**src/sks_pkg.sv**
```systemverilog
// ----------------------------------------------------------------------------
// sks_pkg
// Types and constants shared by the smoothstep keyframe sampler.
// ----------------------------------------------------------------------------
package sks_pkg;

  localparam int unsigned PoseN    = 6;
  localparam int unsigned CompW    = 16;
  localparam int unsigned TimeW    = 16;
  localparam int unsigned FracW    = 17;
  localparam int unsigned MulW     = 19;
  localparam int unsigned KeyW     = TimeW + PoseN * CompW;
  localparam logic [TimeW-1:0] MinSpan = 16'd7;
  localparam logic [FracW-1:0] FracOne = 17'h10000;
  localparam logic [MulW-1:0]  ThreeOne = 19'd196608;

  typedef enum logic [0:0] {
    MODE_WRITE  = 1'b0,
    MODE_SAMPLE = 1'b1
  } mode_e;

  typedef enum logic [2:0] {
    ST_IDLE,
    ST_CHK_FIRST,
    ST_CHK_LAST,
    ST_SCAN,
    ST_DIV,
    ST_MUL_F,
    ST_MUL_G,
    ST_LERP
  } state_e;

  typedef logic [PoseN-1:0][CompW-1:0] pose_t;

  typedef struct packed {
    mode_e             mode;
    logic [2:0]        key_index;
    logic [TimeW-1:0]  key_time;
    logic signed [15:0] key_pos_x;
    logic signed [15:0] key_pos_y;
    logic signed [15:0] key_pos_z;
    logic signed [15:0] key_rot_x;
    logic signed [15:0] key_rot_y;
    logic signed [15:0] key_rot_z;
    logic [TimeW-1:0]  sample_time;
  } in_word_t;

  typedef struct packed {
    logic signed [15:0] out_pos_x;
    logic signed [15:0] out_pos_y;
    logic signed [15:0] out_pos_z;
    logic signed [15:0] out_rot_x;
    logic signed [15:0] out_rot_y;
    logic signed [15:0] out_rot_z;
  } out_word_t;

endpackage

```
**src/sks_ram.sv**
```systemverilog
// ----------------------------------------------------------------------------
// sks_ram
// Generic single write port, single read port RAM with registered read.
// ----------------------------------------------------------------------------
module sks_ram #(
  parameter int unsigned Width = 8,
  parameter int unsigned Depth = 8
) (
  input  logic                     clk_i,
  input  logic                     we_i,
  input  logic [$clog2(Depth)-1:0] waddr_i,
  input  logic [Width-1:0]         wdata_i,
  input  logic [$clog2(Depth)-1:0] raddr_i,
  output logic [Width-1:0]         rdata_o
);

  logic [Width-1:0] mem [Depth];

  always_ff @(posedge clk_i) begin
    if (we_i) begin
      mem[waddr_i] <= wdata_i;
    end
    rdata_o <= mem[raddr_i];
  end

endmodule

```
**src/smoothstep_keyframe_sampler.sv**
```systemverilog
// ----------------------------------------------------------------------------
// smoothstep_keyframe_sampler
// Keyframe table with smoothstep-eased interpolation of a six-value pose.
// ----------------------------------------------------------------------------
// Usage: a word is taken on start_i while busy_o is low. A write word
// (mode 0) stores one keyframe in that same cycle and leaves busy_o low,
// so writes go at one per cycle. A sample word raises busy_o and runs a
// sequencer around one keyframe RAM read port, a one-bit-per-cycle
// restoring divider and one shared 19x19 multiplier.
// A sample clamps to the first key, else to the last key, else scans for
// the span that holds the time (giving the last key's pose if none does),
// divides unless the span is short or the time hits the upper key, and
// runs 2 ease multiplies and 6 lerp multiplies into the result. A new word
// can be taken while done_o is high. The result is shown on result_o for
// one cycle with done_o high; the receiver cannot stall. cfg_we_i writes
// key_count; the user must write it only while idle, which the block does
// not enforce. Reset sets key_count to 1 and idles the sequencer;
// the keyframe RAM is not cleared and must be written before use.
// ----------------------------------------------------------------------------
module smoothstep_keyframe_sampler #(
  parameter int unsigned MAX_KEYS = 8
) (
  input  logic                 clk_i,
  input  logic                 rst_ni,
  input  logic                 cfg_we_i,
  input  logic [3:0]           cfg_data_i,
  input  logic                 start_i,
  input  sks_pkg::in_word_t    in_i,
  output logic                 busy_o,
  output logic                 done_o,
  output sks_pkg::out_word_t   result_o
);

  localparam int unsigned AW = $clog2(MAX_KEYS);

  sks_pkg::state_e state_q, state_d;
  logic [3:0]      key_count_q;
  logic [AW-1:0]   raddr;
  logic [AW-1:0]   i_q, i_d;
  logic [AW-1:0]   last_idx;
  logic [sks_pkg::TimeW-1:0] t_q, t_d, prev_t_q, prev_t_d, span_q, span_d;
  sks_pkg::pose_t  a_q, a_d, b_q, b_d, res_q, res_d;
  logic [16:0]     rem_q, rem_d;
  logic [3:0]      dc_q, dc_d;
  logic [2:0]      k_q, k_d;
  logic [sks_pkg::FracW-1:0] f_q, f_d, f2_q, f2_d, sf_q, sf_d;
  logic            done_q, done_d;

  logic [sks_pkg::KeyW-1:0] wdata, rdata;
  logic [sks_pkg::TimeW-1:0] rd_t;
  sks_pkg::pose_t  rd_p;
  logic            we;
  logic [31:0]     widx;
  logic [5:0]      n_ext;

  logic signed [sks_pkg::MulW-1:0]   ma, mb;
  logic signed [2*sks_pkg::MulW-1:0] prod, adj;
  logic [16:0]     r2;
  logic [sks_pkg::TimeW-1:0] diff;

  assign widx  = 32'(in_i.key_index);
  assign we    = start_i && !busy_o && (in_i.mode == sks_pkg::MODE_WRITE)
                 && (widx < MAX_KEYS);
  assign wdata = {in_i.key_time, in_i.key_pos_x, in_i.key_pos_y, in_i.key_pos_z,
                  in_i.key_rot_x, in_i.key_rot_y, in_i.key_rot_z};
  assign rd_t  = rdata[sks_pkg::KeyW-1 -: sks_pkg::TimeW];
  assign rd_p  = rdata[sks_pkg::PoseN*sks_pkg::CompW-1:0];

  sks_ram #(
    .Width(sks_pkg::KeyW),
    .Depth(MAX_KEYS)
  ) u_ram (
    .clk_i  (clk_i),
    .we_i   (we),
    .waddr_i(widx[AW-1:0]),
    .wdata_i(wdata),
    .raddr_i(raddr),
    .rdata_o(rdata)
  );

  // clamp key count into 1..MAX_KEYS
  always_comb begin
    n_ext = 6'(key_count_q);
    if (n_ext == 6'd0) begin
      n_ext = 6'd1;
    end else if (32'(n_ext) > MAX_KEYS) begin
      n_ext = 6'(MAX_KEYS);
    end
    last_idx = AW'(n_ext - 6'd1);
  end

  assign prod = ma * mb;
  assign adj  = prod[2*sks_pkg::MulW-1] ? prod + 38'sd65535 : prod;
  assign r2   = {rem_q[15:0], 1'b0};
  assign diff = t_q - prev_t_q;

  always_comb begin
    state_d  = state_q;
    i_d      = i_q;
    t_d      = t_q;
    prev_t_d = prev_t_q;
    span_d   = span_q;
    a_d      = a_q;
    b_d      = b_q;
    res_d    = res_q;
    rem_d    = rem_q;
    dc_d     = dc_q;
    k_d      = k_q;
    f_d      = f_q;
    f2_d     = f2_q;
    sf_d     = sf_q;
    done_d   = 1'b0;
    raddr    = '0;
    ma       = '0;
    mb       = '0;
    case (state_q)
      sks_pkg::ST_IDLE: begin
        if (start_i && in_i.mode == sks_pkg::MODE_SAMPLE) begin
          t_d     = in_i.sample_time;
          state_d = sks_pkg::ST_CHK_FIRST;
        end
      end
      sks_pkg::ST_CHK_FIRST: begin
        if (t_q <= rd_t) begin
          res_d   = rd_p;
          done_d  = 1'b1;
          state_d = sks_pkg::ST_IDLE;
        end else begin
          prev_t_d = rd_t;
          a_d      = rd_p;
          raddr    = last_idx;
          state_d  = sks_pkg::ST_CHK_LAST;
        end
      end
      sks_pkg::ST_CHK_LAST: begin
        res_d = rd_p;
        if (t_q >= rd_t) begin
          done_d  = 1'b1;
          state_d = sks_pkg::ST_IDLE;
        end else begin
          i_d     = AW'(1);
          raddr   = AW'(1);
          state_d = sks_pkg::ST_SCAN;
        end
      end
      sks_pkg::ST_SCAN: begin
        if (t_q >= prev_t_q && t_q <= rd_t) begin
          b_d    = rd_p;
          span_d = rd_t - prev_t_q;
          rem_d  = 17'(diff);
          dc_d   = '0;
          f_d    = '0;
          if (rd_t - prev_t_q < sks_pkg::MinSpan) begin
            state_d = sks_pkg::ST_MUL_F;
          end else if (diff == rd_t - prev_t_q) begin
            f_d     = sks_pkg::FracOne;
            state_d = sks_pkg::ST_MUL_F;
          end else begin
            state_d = sks_pkg::ST_DIV;
          end
        end else if (i_q == last_idx) begin
          done_d  = 1'b1;
          state_d = sks_pkg::ST_IDLE;
        end else begin
          prev_t_d = rd_t;
          a_d      = rd_p;
          i_d      = i_q + AW'(1);
          raddr    = i_q + AW'(1);
        end
      end
      sks_pkg::ST_DIV: begin
        if (r2 >= 17'(span_q)) begin
          rem_d = r2 - 17'(span_q);
          f_d   = {f_q[15:0], 1'b1};
        end else begin
          rem_d = r2;
          f_d   = {f_q[15:0], 1'b0};
        end
        dc_d = dc_q + 4'd1;
        if (dc_q == 4'd15) begin
          state_d = sks_pkg::ST_MUL_F;
        end
      end
      sks_pkg::ST_MUL_F: begin
        ma      = {2'b00, f_q};
        mb      = {2'b00, f_q};
        f2_d    = prod[32:16];
        state_d = sks_pkg::ST_MUL_G;
      end
      sks_pkg::ST_MUL_G: begin
        ma      = {2'b00, f2_q};
        mb      = sks_pkg::ThreeOne - {1'b0, f_q, 1'b0};
        sf_d    = prod[32:16];
        k_d     = '0;
        state_d = sks_pkg::ST_LERP;
      end
      sks_pkg::ST_LERP: begin
        ma = 19'(signed'(b_q[k_q])) - 19'(signed'(a_q[k_q]));
        mb = {2'b00, sf_q};
        res_d[k_q] = a_q[k_q] + adj[31:16];
        k_d = k_q + 3'd1;
        if (k_q == 3'(sks_pkg::PoseN - 1)) begin
          done_d  = 1'b1;
          state_d = sks_pkg::ST_IDLE;
        end
      end
      default: begin
        state_d = sks_pkg::ST_IDLE;
      end
    endcase
  end

  always_ff @(posedge clk_i or negedge rst_ni) begin
    if (!rst_ni) begin
      state_q     <= sks_pkg::ST_IDLE;
      key_count_q <= 4'd1;
      done_q      <= 1'b0;
    end else begin
      state_q <= state_d;
      done_q  <= done_d;
      if (cfg_we_i) begin
        key_count_q <= cfg_data_i;
      end
    end
  end

  always_ff @(posedge clk_i) begin
    i_q      <= i_d;
    t_q      <= t_d;
    prev_t_q <= prev_t_d;
    span_q   <= span_d;
    a_q      <= a_d;
    b_q      <= b_d;
    res_q    <= res_d;
    rem_q    <= rem_d;
    dc_q     <= dc_d;
    k_q      <= k_d;
    f_q      <= f_d;
    f2_q     <= f2_d;
    sf_q     <= sf_d;
  end

  assign busy_o   = (state_q != sks_pkg::ST_IDLE);
  assign done_o   = done_q;
  assign result_o = {res_q[5], res_q[4], res_q[3], res_q[2], res_q[1], res_q[0]};

`ifndef SYNTH
  a_done_idle: assert property (@(posedge clk_i) disable iff (!rst_ni)
    done_o |-> !busy_o) else $error("result while busy");
  a_sample_busy: assert property (@(posedge clk_i) disable iff (!rst_ni)
    (start_i && !busy_o && in_i.mode == sks_pkg::MODE_SAMPLE) |=> busy_o)
    else $error("sample word not taken");
  a_done_pulse: assert property (@(posedge clk_i) disable iff (!rst_ni)
    done_o |=> !done_o) else $error("result strobe longer than one cycle");
  a_write_quiet: assert property (@(posedge clk_i) disable iff (!rst_ni)
    (state_q == sks_pkg::ST_IDLE && !done_o) |=> !done_o)
    else $error("result without sample");
`endif

endmodule

```
**config.mk**
```make
export PLATFORM = sky130hd
export DESIGN_NAME = smoothstep_keyframe_sampler
export DESIGN_NICKNAME = d
export VERILOG_FILES = /design/src/sks_pkg.sv /design/src/sks_ram.sv /design/src/smoothstep_keyframe_sampler.sv
export SDC_FILE = /design/constraint.sdc
export NUM_CORES = 2
export LEC_CHECK = 0
export BUFFER_PORTS_ARGS = -buffer_cell sky130_fd_sc_hd__buf_2
export CORE_UTILIZATION = 35
export CTS_CLUSTER_SIZE = 24
export DETAILED_ROUTE_END_ITERATION = 8
export SETUP_SLACK_MARGIN = 0.3
export SLEW_MARGIN = 20
export SYNTH_ARGS = -nofsm -noshare
export SYNTH_HDL_FRONTEND = slang
export SYNTH_HIERARCHICAL = 1
export SYNTH_SLANG_ARGS = --single-unit
```
**constraint.sdc**
```tcl
create_clock -name clk_i -period 19.35 [get_ports clk_i]
set_input_delay 1.935 -clock clk_i [delete_from_list [all_inputs] [get_ports clk_i]]
set_output_delay 1.935 -clock clk_i [all_outputs]
set_load 0.02 [all_outputs]
```
; ---- Word-level counts from Yosys, hierarchy flattened
; Memory sizes are Yosys's and may differ from the RTL's. A register that Yosys moved wholly into a read port is not among the register bits.
; Cells that the tools add are included.
[op_classes]
reduce_logical = 22
mul = 1
n_addsub = 11
bitwise_logic = 1
mux = 60
order_cmp = 9
n_eq_ne = 21
[op_table]
columns = operator, n
row1 = 96-bit 2-to-1 mux, 4
row2 = 96-bit case mux with 3 select lines, 1
row3 = 96-bit case mux with 2 select lines, 1
row4 = 16-bit 2-to-1 mux, 8
row5 = 19-bit case mux with 3 select lines, 2
row6 = 16-bit binary-select mux with 3-bit select, 2
row7 = 96-bit bitwise mux, 1
row8 = 16-bit case mux with 2 select lines, 2
row9 = 17-bit 2-to-1 mux, 3
row10 = 16-bit demux with 3-bit select, 1
row11 = 16-bit subtractor, 3
row12 = 3-bit 2-to-1 mux, 13
row13 = 19-bit by 19-bit multiplier with 38-bit output, 1
row14 = 17-bit case mux with 2 select lines, 1
row15 = "32-bit by 17-bit adder with 32-bit output, second input constant", 1
row16 = 16-bit >= comparator, 2
row17 = 32-bit 2-to-1 mux, 1
row18 = 3-bit case mux with 8 select lines, 1
row19 = "18-bit by 18-bit subtractor with 19-bit output, first input constant", 1
row20 = "2-bit != test, second input constant", 9
row21 = 17-bit by 16-bit >= comparator with 1-bit output, 1
row22 = 16-bit by 16-bit subtractor with 17-bit output, 1
row23 = 16-bit adder, 1
row24 = 16-bit == test, 1
row25 = 30 further kinds, 63
[totals]
ff_bits = 421
inputBits = 140
n_memories = 1
wordCells = 157
ramBits = 896
[memory_table]
columns = memory, depth, word_bits, read_ports, rd_ports_with_merged_regs, write_ports, line
row1 = u_ram.mem, 8, 112, 1, 1, 1, sks_ram.sv:17  ; logic [Width-1:0] mem [Depth];

; ---- Longest topological paths before layout
[logic_depth]
word_depth = 10
ltp_mapped = 59
mapped_depth_nobuf = 54

; ---- By module
; Netlist, hierarchy kept.
[modules_own_cells]
columns = module, cells_per_inst, area_per_inst_um2, seq_area_each_um2, n_inst
row1 = sks_ram, 1419, 36157.2, 29148.0, 1
row2 = smoothstep_keyframe_sampler, 3256, 34531.9, 12603.3, 1

; ---- Worst setup path before layout
; Ideal clock, no wire load.
[synth_path]
path_kind = register to register
from = reg k_q[0]
to = reg res_q (netlist bit result_o[15]) (data pin)
path_stages_with_launch = 54
setup_slack_ns = 5.963
arrival_ns = 13.118
setup_time_ns = 0.269
path_buffers = 4
required_time_ns = 19.081
cell_sequence = edfxtp_1 clkbuf_1 nor3b_1 clkbuf_1 clkbuf_1 a22oi_1 nand3_1 ha_1 inv_1 fa_1 a21o_1 a21oi_1 o21bai_1 a21oi_1 o21ai_0 a211oi_1 o21ai_0 a41oi_1 (+18 left out) o21a_2 o31a_1 a311oi_1 a2111oi_4 and2_1 nor2b_1 and2_1 xnor2_1 ha_1 o2bb2a_1 o311ai_0 a31oi_1 o21bai_1 a21oi_1 a21oi_1 xnor2_1 xnor2_1 o21ai_1
[synth_lines]
columns = element, line
row1 = start: declaration, smoothstep_keyframe_sampler.sv:45  ; logic [2:0] k_q, k_d;
row2 = start signal: assignment, smoothstep_keyframe_sampler.sv:237  ; k_q <= k_d;
row3 = end signal: assignment, smoothstep_keyframe_sampler.sv:234  ; res_q <= res_d;
row4 = end: declaration, smoothstep_keyframe_sampler.sv:42  ; sks_pkg::pose_t a_q, a_d, b_q, b_d, res_q, res_d;

==> run metrics <==
initial antenna violation count 32; outcome completed; HP Class reg -> reg; CTS tree done; Remaining DRCs 0; TritonCTS Sinks 1429; Max Clock Freq about 66 MHz; hpwl dp 134000 um; Most common cell on crit path fa_1; GRT Total Usage 0.1863; largest net degree at the start of global routing 97; RSZ-0062 raised after global routing false; clk_lat worst skew about 0.8 ns; Die Y between 400 and 500 um; vias in the first global route ~42k; Worst Path Arrival between 15 and 20 ns; RePlAce Congestion 0.8921; Crit. End Element flip-flop; count of pins over their slew limit 0; CP Launch Type flip-flop; Ys Warns 6; CTS clk-pin slew, worst paths ~0.070 ns; Layout fillers between 15k and 20k; maximum capacitance violations 0; Buf/Inv on CP 6; Fin. Hold Viols 0; num ports around 240; predominant post-synthesis flop cell edfxtp_1; CTS Buffer Depth 3; share of cells above drive strength 1 0.1860; remaining global-route overflow 0; Crit Path Class reg -> reg; core area 200300 um2; clock root cell clkbuf_16; post-cts repair resize count 0; P&R area growth vs syn 12.90%; mapped cell area 70690 um2; die area between 200000 and 250000 um2; Post-CTS Setup Inserts 0; H-tree depth 4; number of synthesized register bits around 1.4k; number of buffers created by CTS 138; Syn Nets ~5.4k; Vias between 40k and 50k; first-pass GRT wire length ~280000 um; routed length per placed instance between 20 and 25 um; Rows ~160; slowest CP cell fa_1; design area ~80000 um2; Nets about 5.7k; register area share after synthesis 0.5906; max_slew headroom 0.2041; Final setup viols 0; Critical Path RT around 20 ns; Max FO, Critical Path 35; Worst-Margin Slew 1.185 ns; Initial Util 0.3530; width of the die 451.4 um; Post-synth EDFFs ~1.3k; mean post-synth cell area around 15 um2; pre-CTS setup slack about 4.3 ns; final setup margin 4.208 ns; Area after DPL about 75000 um2; Iteration-0 DRC Markers 3277; Synth cell types 100; async set-reset flop share out of synthesis 0.005598; I/O Buffers roughly 240; Avg Vias per Cell ~5.2; drt first pass iters 8; Layout Skew about 0.025 ns; CP peak stage delay 0.89 ns; Mapped Cells around 4.7k; crit path time final between 15 and 20 ns; post-route antenna net violation count 0; CTS Hold Bufs 0; delay-heaviest family, CP adder cells; ratio of final minimum period to clock period 0.7825; Antenna Cells 0; setup TNS 0 ns; Routed WL around 190000 um
## cell families (layout without fill, tap and decap cells)
kind of cell,Yosys count,after routing,synth area share
flops,1429,1429,0.5906
simple gates,918,918,0.05896
buf+inv,683,1083,0.03961
compound gates,580,580,0.05866
fa+ha+maj,576,576,0.1404
mux,363,363,0.09590
xor+xnor,125,125,0.01579
other cells,1,1,0.00005305
## flip-flops by register name (all words and copies together), names as in the netlist
register	count
b_q	96
prev_t_q	16
u_ram/rdata_o	112
result_o	96
span_q	16
u_ram/mem	896
i_q	3
k_q	3
f2_q	17
state_q	3
a_q	96
sf_q	17
dc_q	4
done_o	1
t_q	16
f_q	17
key_count_q	4
rem_q	16
## cells in the final DEF, fill, tap and decap left out, types with 35 or more instances in the layout
cell type | Yosys | final
edfxtp_1 | 1309 | 1309
inv_1 | 495 | 494
nand2_1 | 369 | 367
fa_1 | 362 | 362
buf_2 | 33 | 237
nor2_1 | 237 | 225
mux4_2 | 224 | 224
ha_1 | 214 | 214
clkbuf_16 | 0 | 142
dfxtp_1 | 112 | 112
a22oi_1 | 105 | 105
buf_4 | 2 | 90
a21oi_1 | 91 | 87
xnor2_1 | 88 | 87
a22o_1 | 84 | 84
o21ai_0 | 83 | 83
mux2_2 | 66 | 66
nor3_1 | 57 | 52
mux2_4 | 52 | 52
and2_1 | 49 | 49
nand3_1 | 44 | 44
clkbuf_1 | 116 | 39
xor2_1 | 35 | 35
## worst register-to-register path, delay by kind of cell (launching register included)
| kind | cells | cell delay, ns |
|---|---|---|
| fa+ha+maj | 12 | 5.71 |
| compound gates | 24 | 5.43 |
| simple gates | 7 | 1.34 |
| xor+xnor | 2 | 1.18 |
| buf+inv | 6 | 0.80 |
| flops | 1 | 0.56 |
## metal layers
| layer | routed length [um] | track usage | up-vias |
|---|---|---|---|
| met2 | 99330 | 0.3366 | 1198 |
| met3 | 9821 | 0.03125 | 380 |
| met4 | 8410 | 0.07818 | 34 |
| met1 | 72460 | 0.2175 | 20880 |
| li1 | - | - | 17669 |
| met5 | 217 | 0 | - |
## synth_stat cells, types with 13 or more instances
cell type / count / area (um2)
nor3_1: 57 / 285.3
and3_1: 31 / 193.9
dfxtp_1: 112 / 2242
xor2_1: 35 / 306.5
nand3_1: 44 / 220.2
mux2_2: 66 / 743.2
nand2_1: 369 / 1385
fa_1: 362 / 7247
o21ai_0: 83 / 415.4
a22oi_1: 105 / 788.3
mux2_4: 52 / 780.8
nor2_1: 237 / 889.6
buf_1: 15 / 56.30
nor4_1: 13 / 81.33
nand2b_1: 22 / 137.6
a21oi_1: 91 / 455.4
and2_1: 49 / 306.5
ha_1: 214 / 2678
xnor2_1: 88 / 770.7
o21ai_1: 15 / 75.07
a22o_1: 84 / 735.7
mux4_2: 224 / 5045
buf_2: 33 / 165.2
inv_1: 495 / 1858
clkbuf_1: 116 / 435.4
o21a_1: 20 / 150.1
a21o_1: 30 / 225.2
mux2i_1: 21 / 210.2
edfxtp_1: 1309 / 39310
a31oi_1: 19 / 118.9
nor2b_1: 34 / 212.7
## final timing paths
path	startpoint	to	slack, ns	depth (start not counted)
worst min register to register	u_ram/rdata_o[6]	b_q[6]	0.46	0
worst min-delay path	u_ram/rdata_o[6]	b_q[6]	0.46	0
min in group asynchronous	rst_ni	key_count_q[2]	1.03	1
worst max-delay path	k_q[0]	result_o[76]	4.21	51
max in group asynchronous	rst_ni	key_count_q[0]	18.05	1
worst max register to register	k_q[0]	result_o[76]	4.21	51
## area by class of cell
class,count,area (um2),share of cell area
tap,2656,3323,0.04164
inverter,498,1873,0.02347
timing repair buffer,331,1942,0.02433
clock inverter,58,649.4,0.008137
clock buffer,196,3906,0.04895
sequential,1429,41750,0.5232
multi-input combinational,2563,26360,0.3303
## metrics by stage
step,instances,hold WS [ns],util
6_report,7731,0.4637,0.3985
5_1_grt,7731,0.4707,0.3985
4_1_cts,7731,0.4610,0.3985
3_5_place_dp,7477,0.4578,0.3757
3_3_place_gp,7477,0.4414,0.3757
2_1_floorplan,4675,0.4254,-
Power is left out: the tool's default activity adds up to more than one toggle a clock period on the data nets, which glitch-free logic cannot reach.
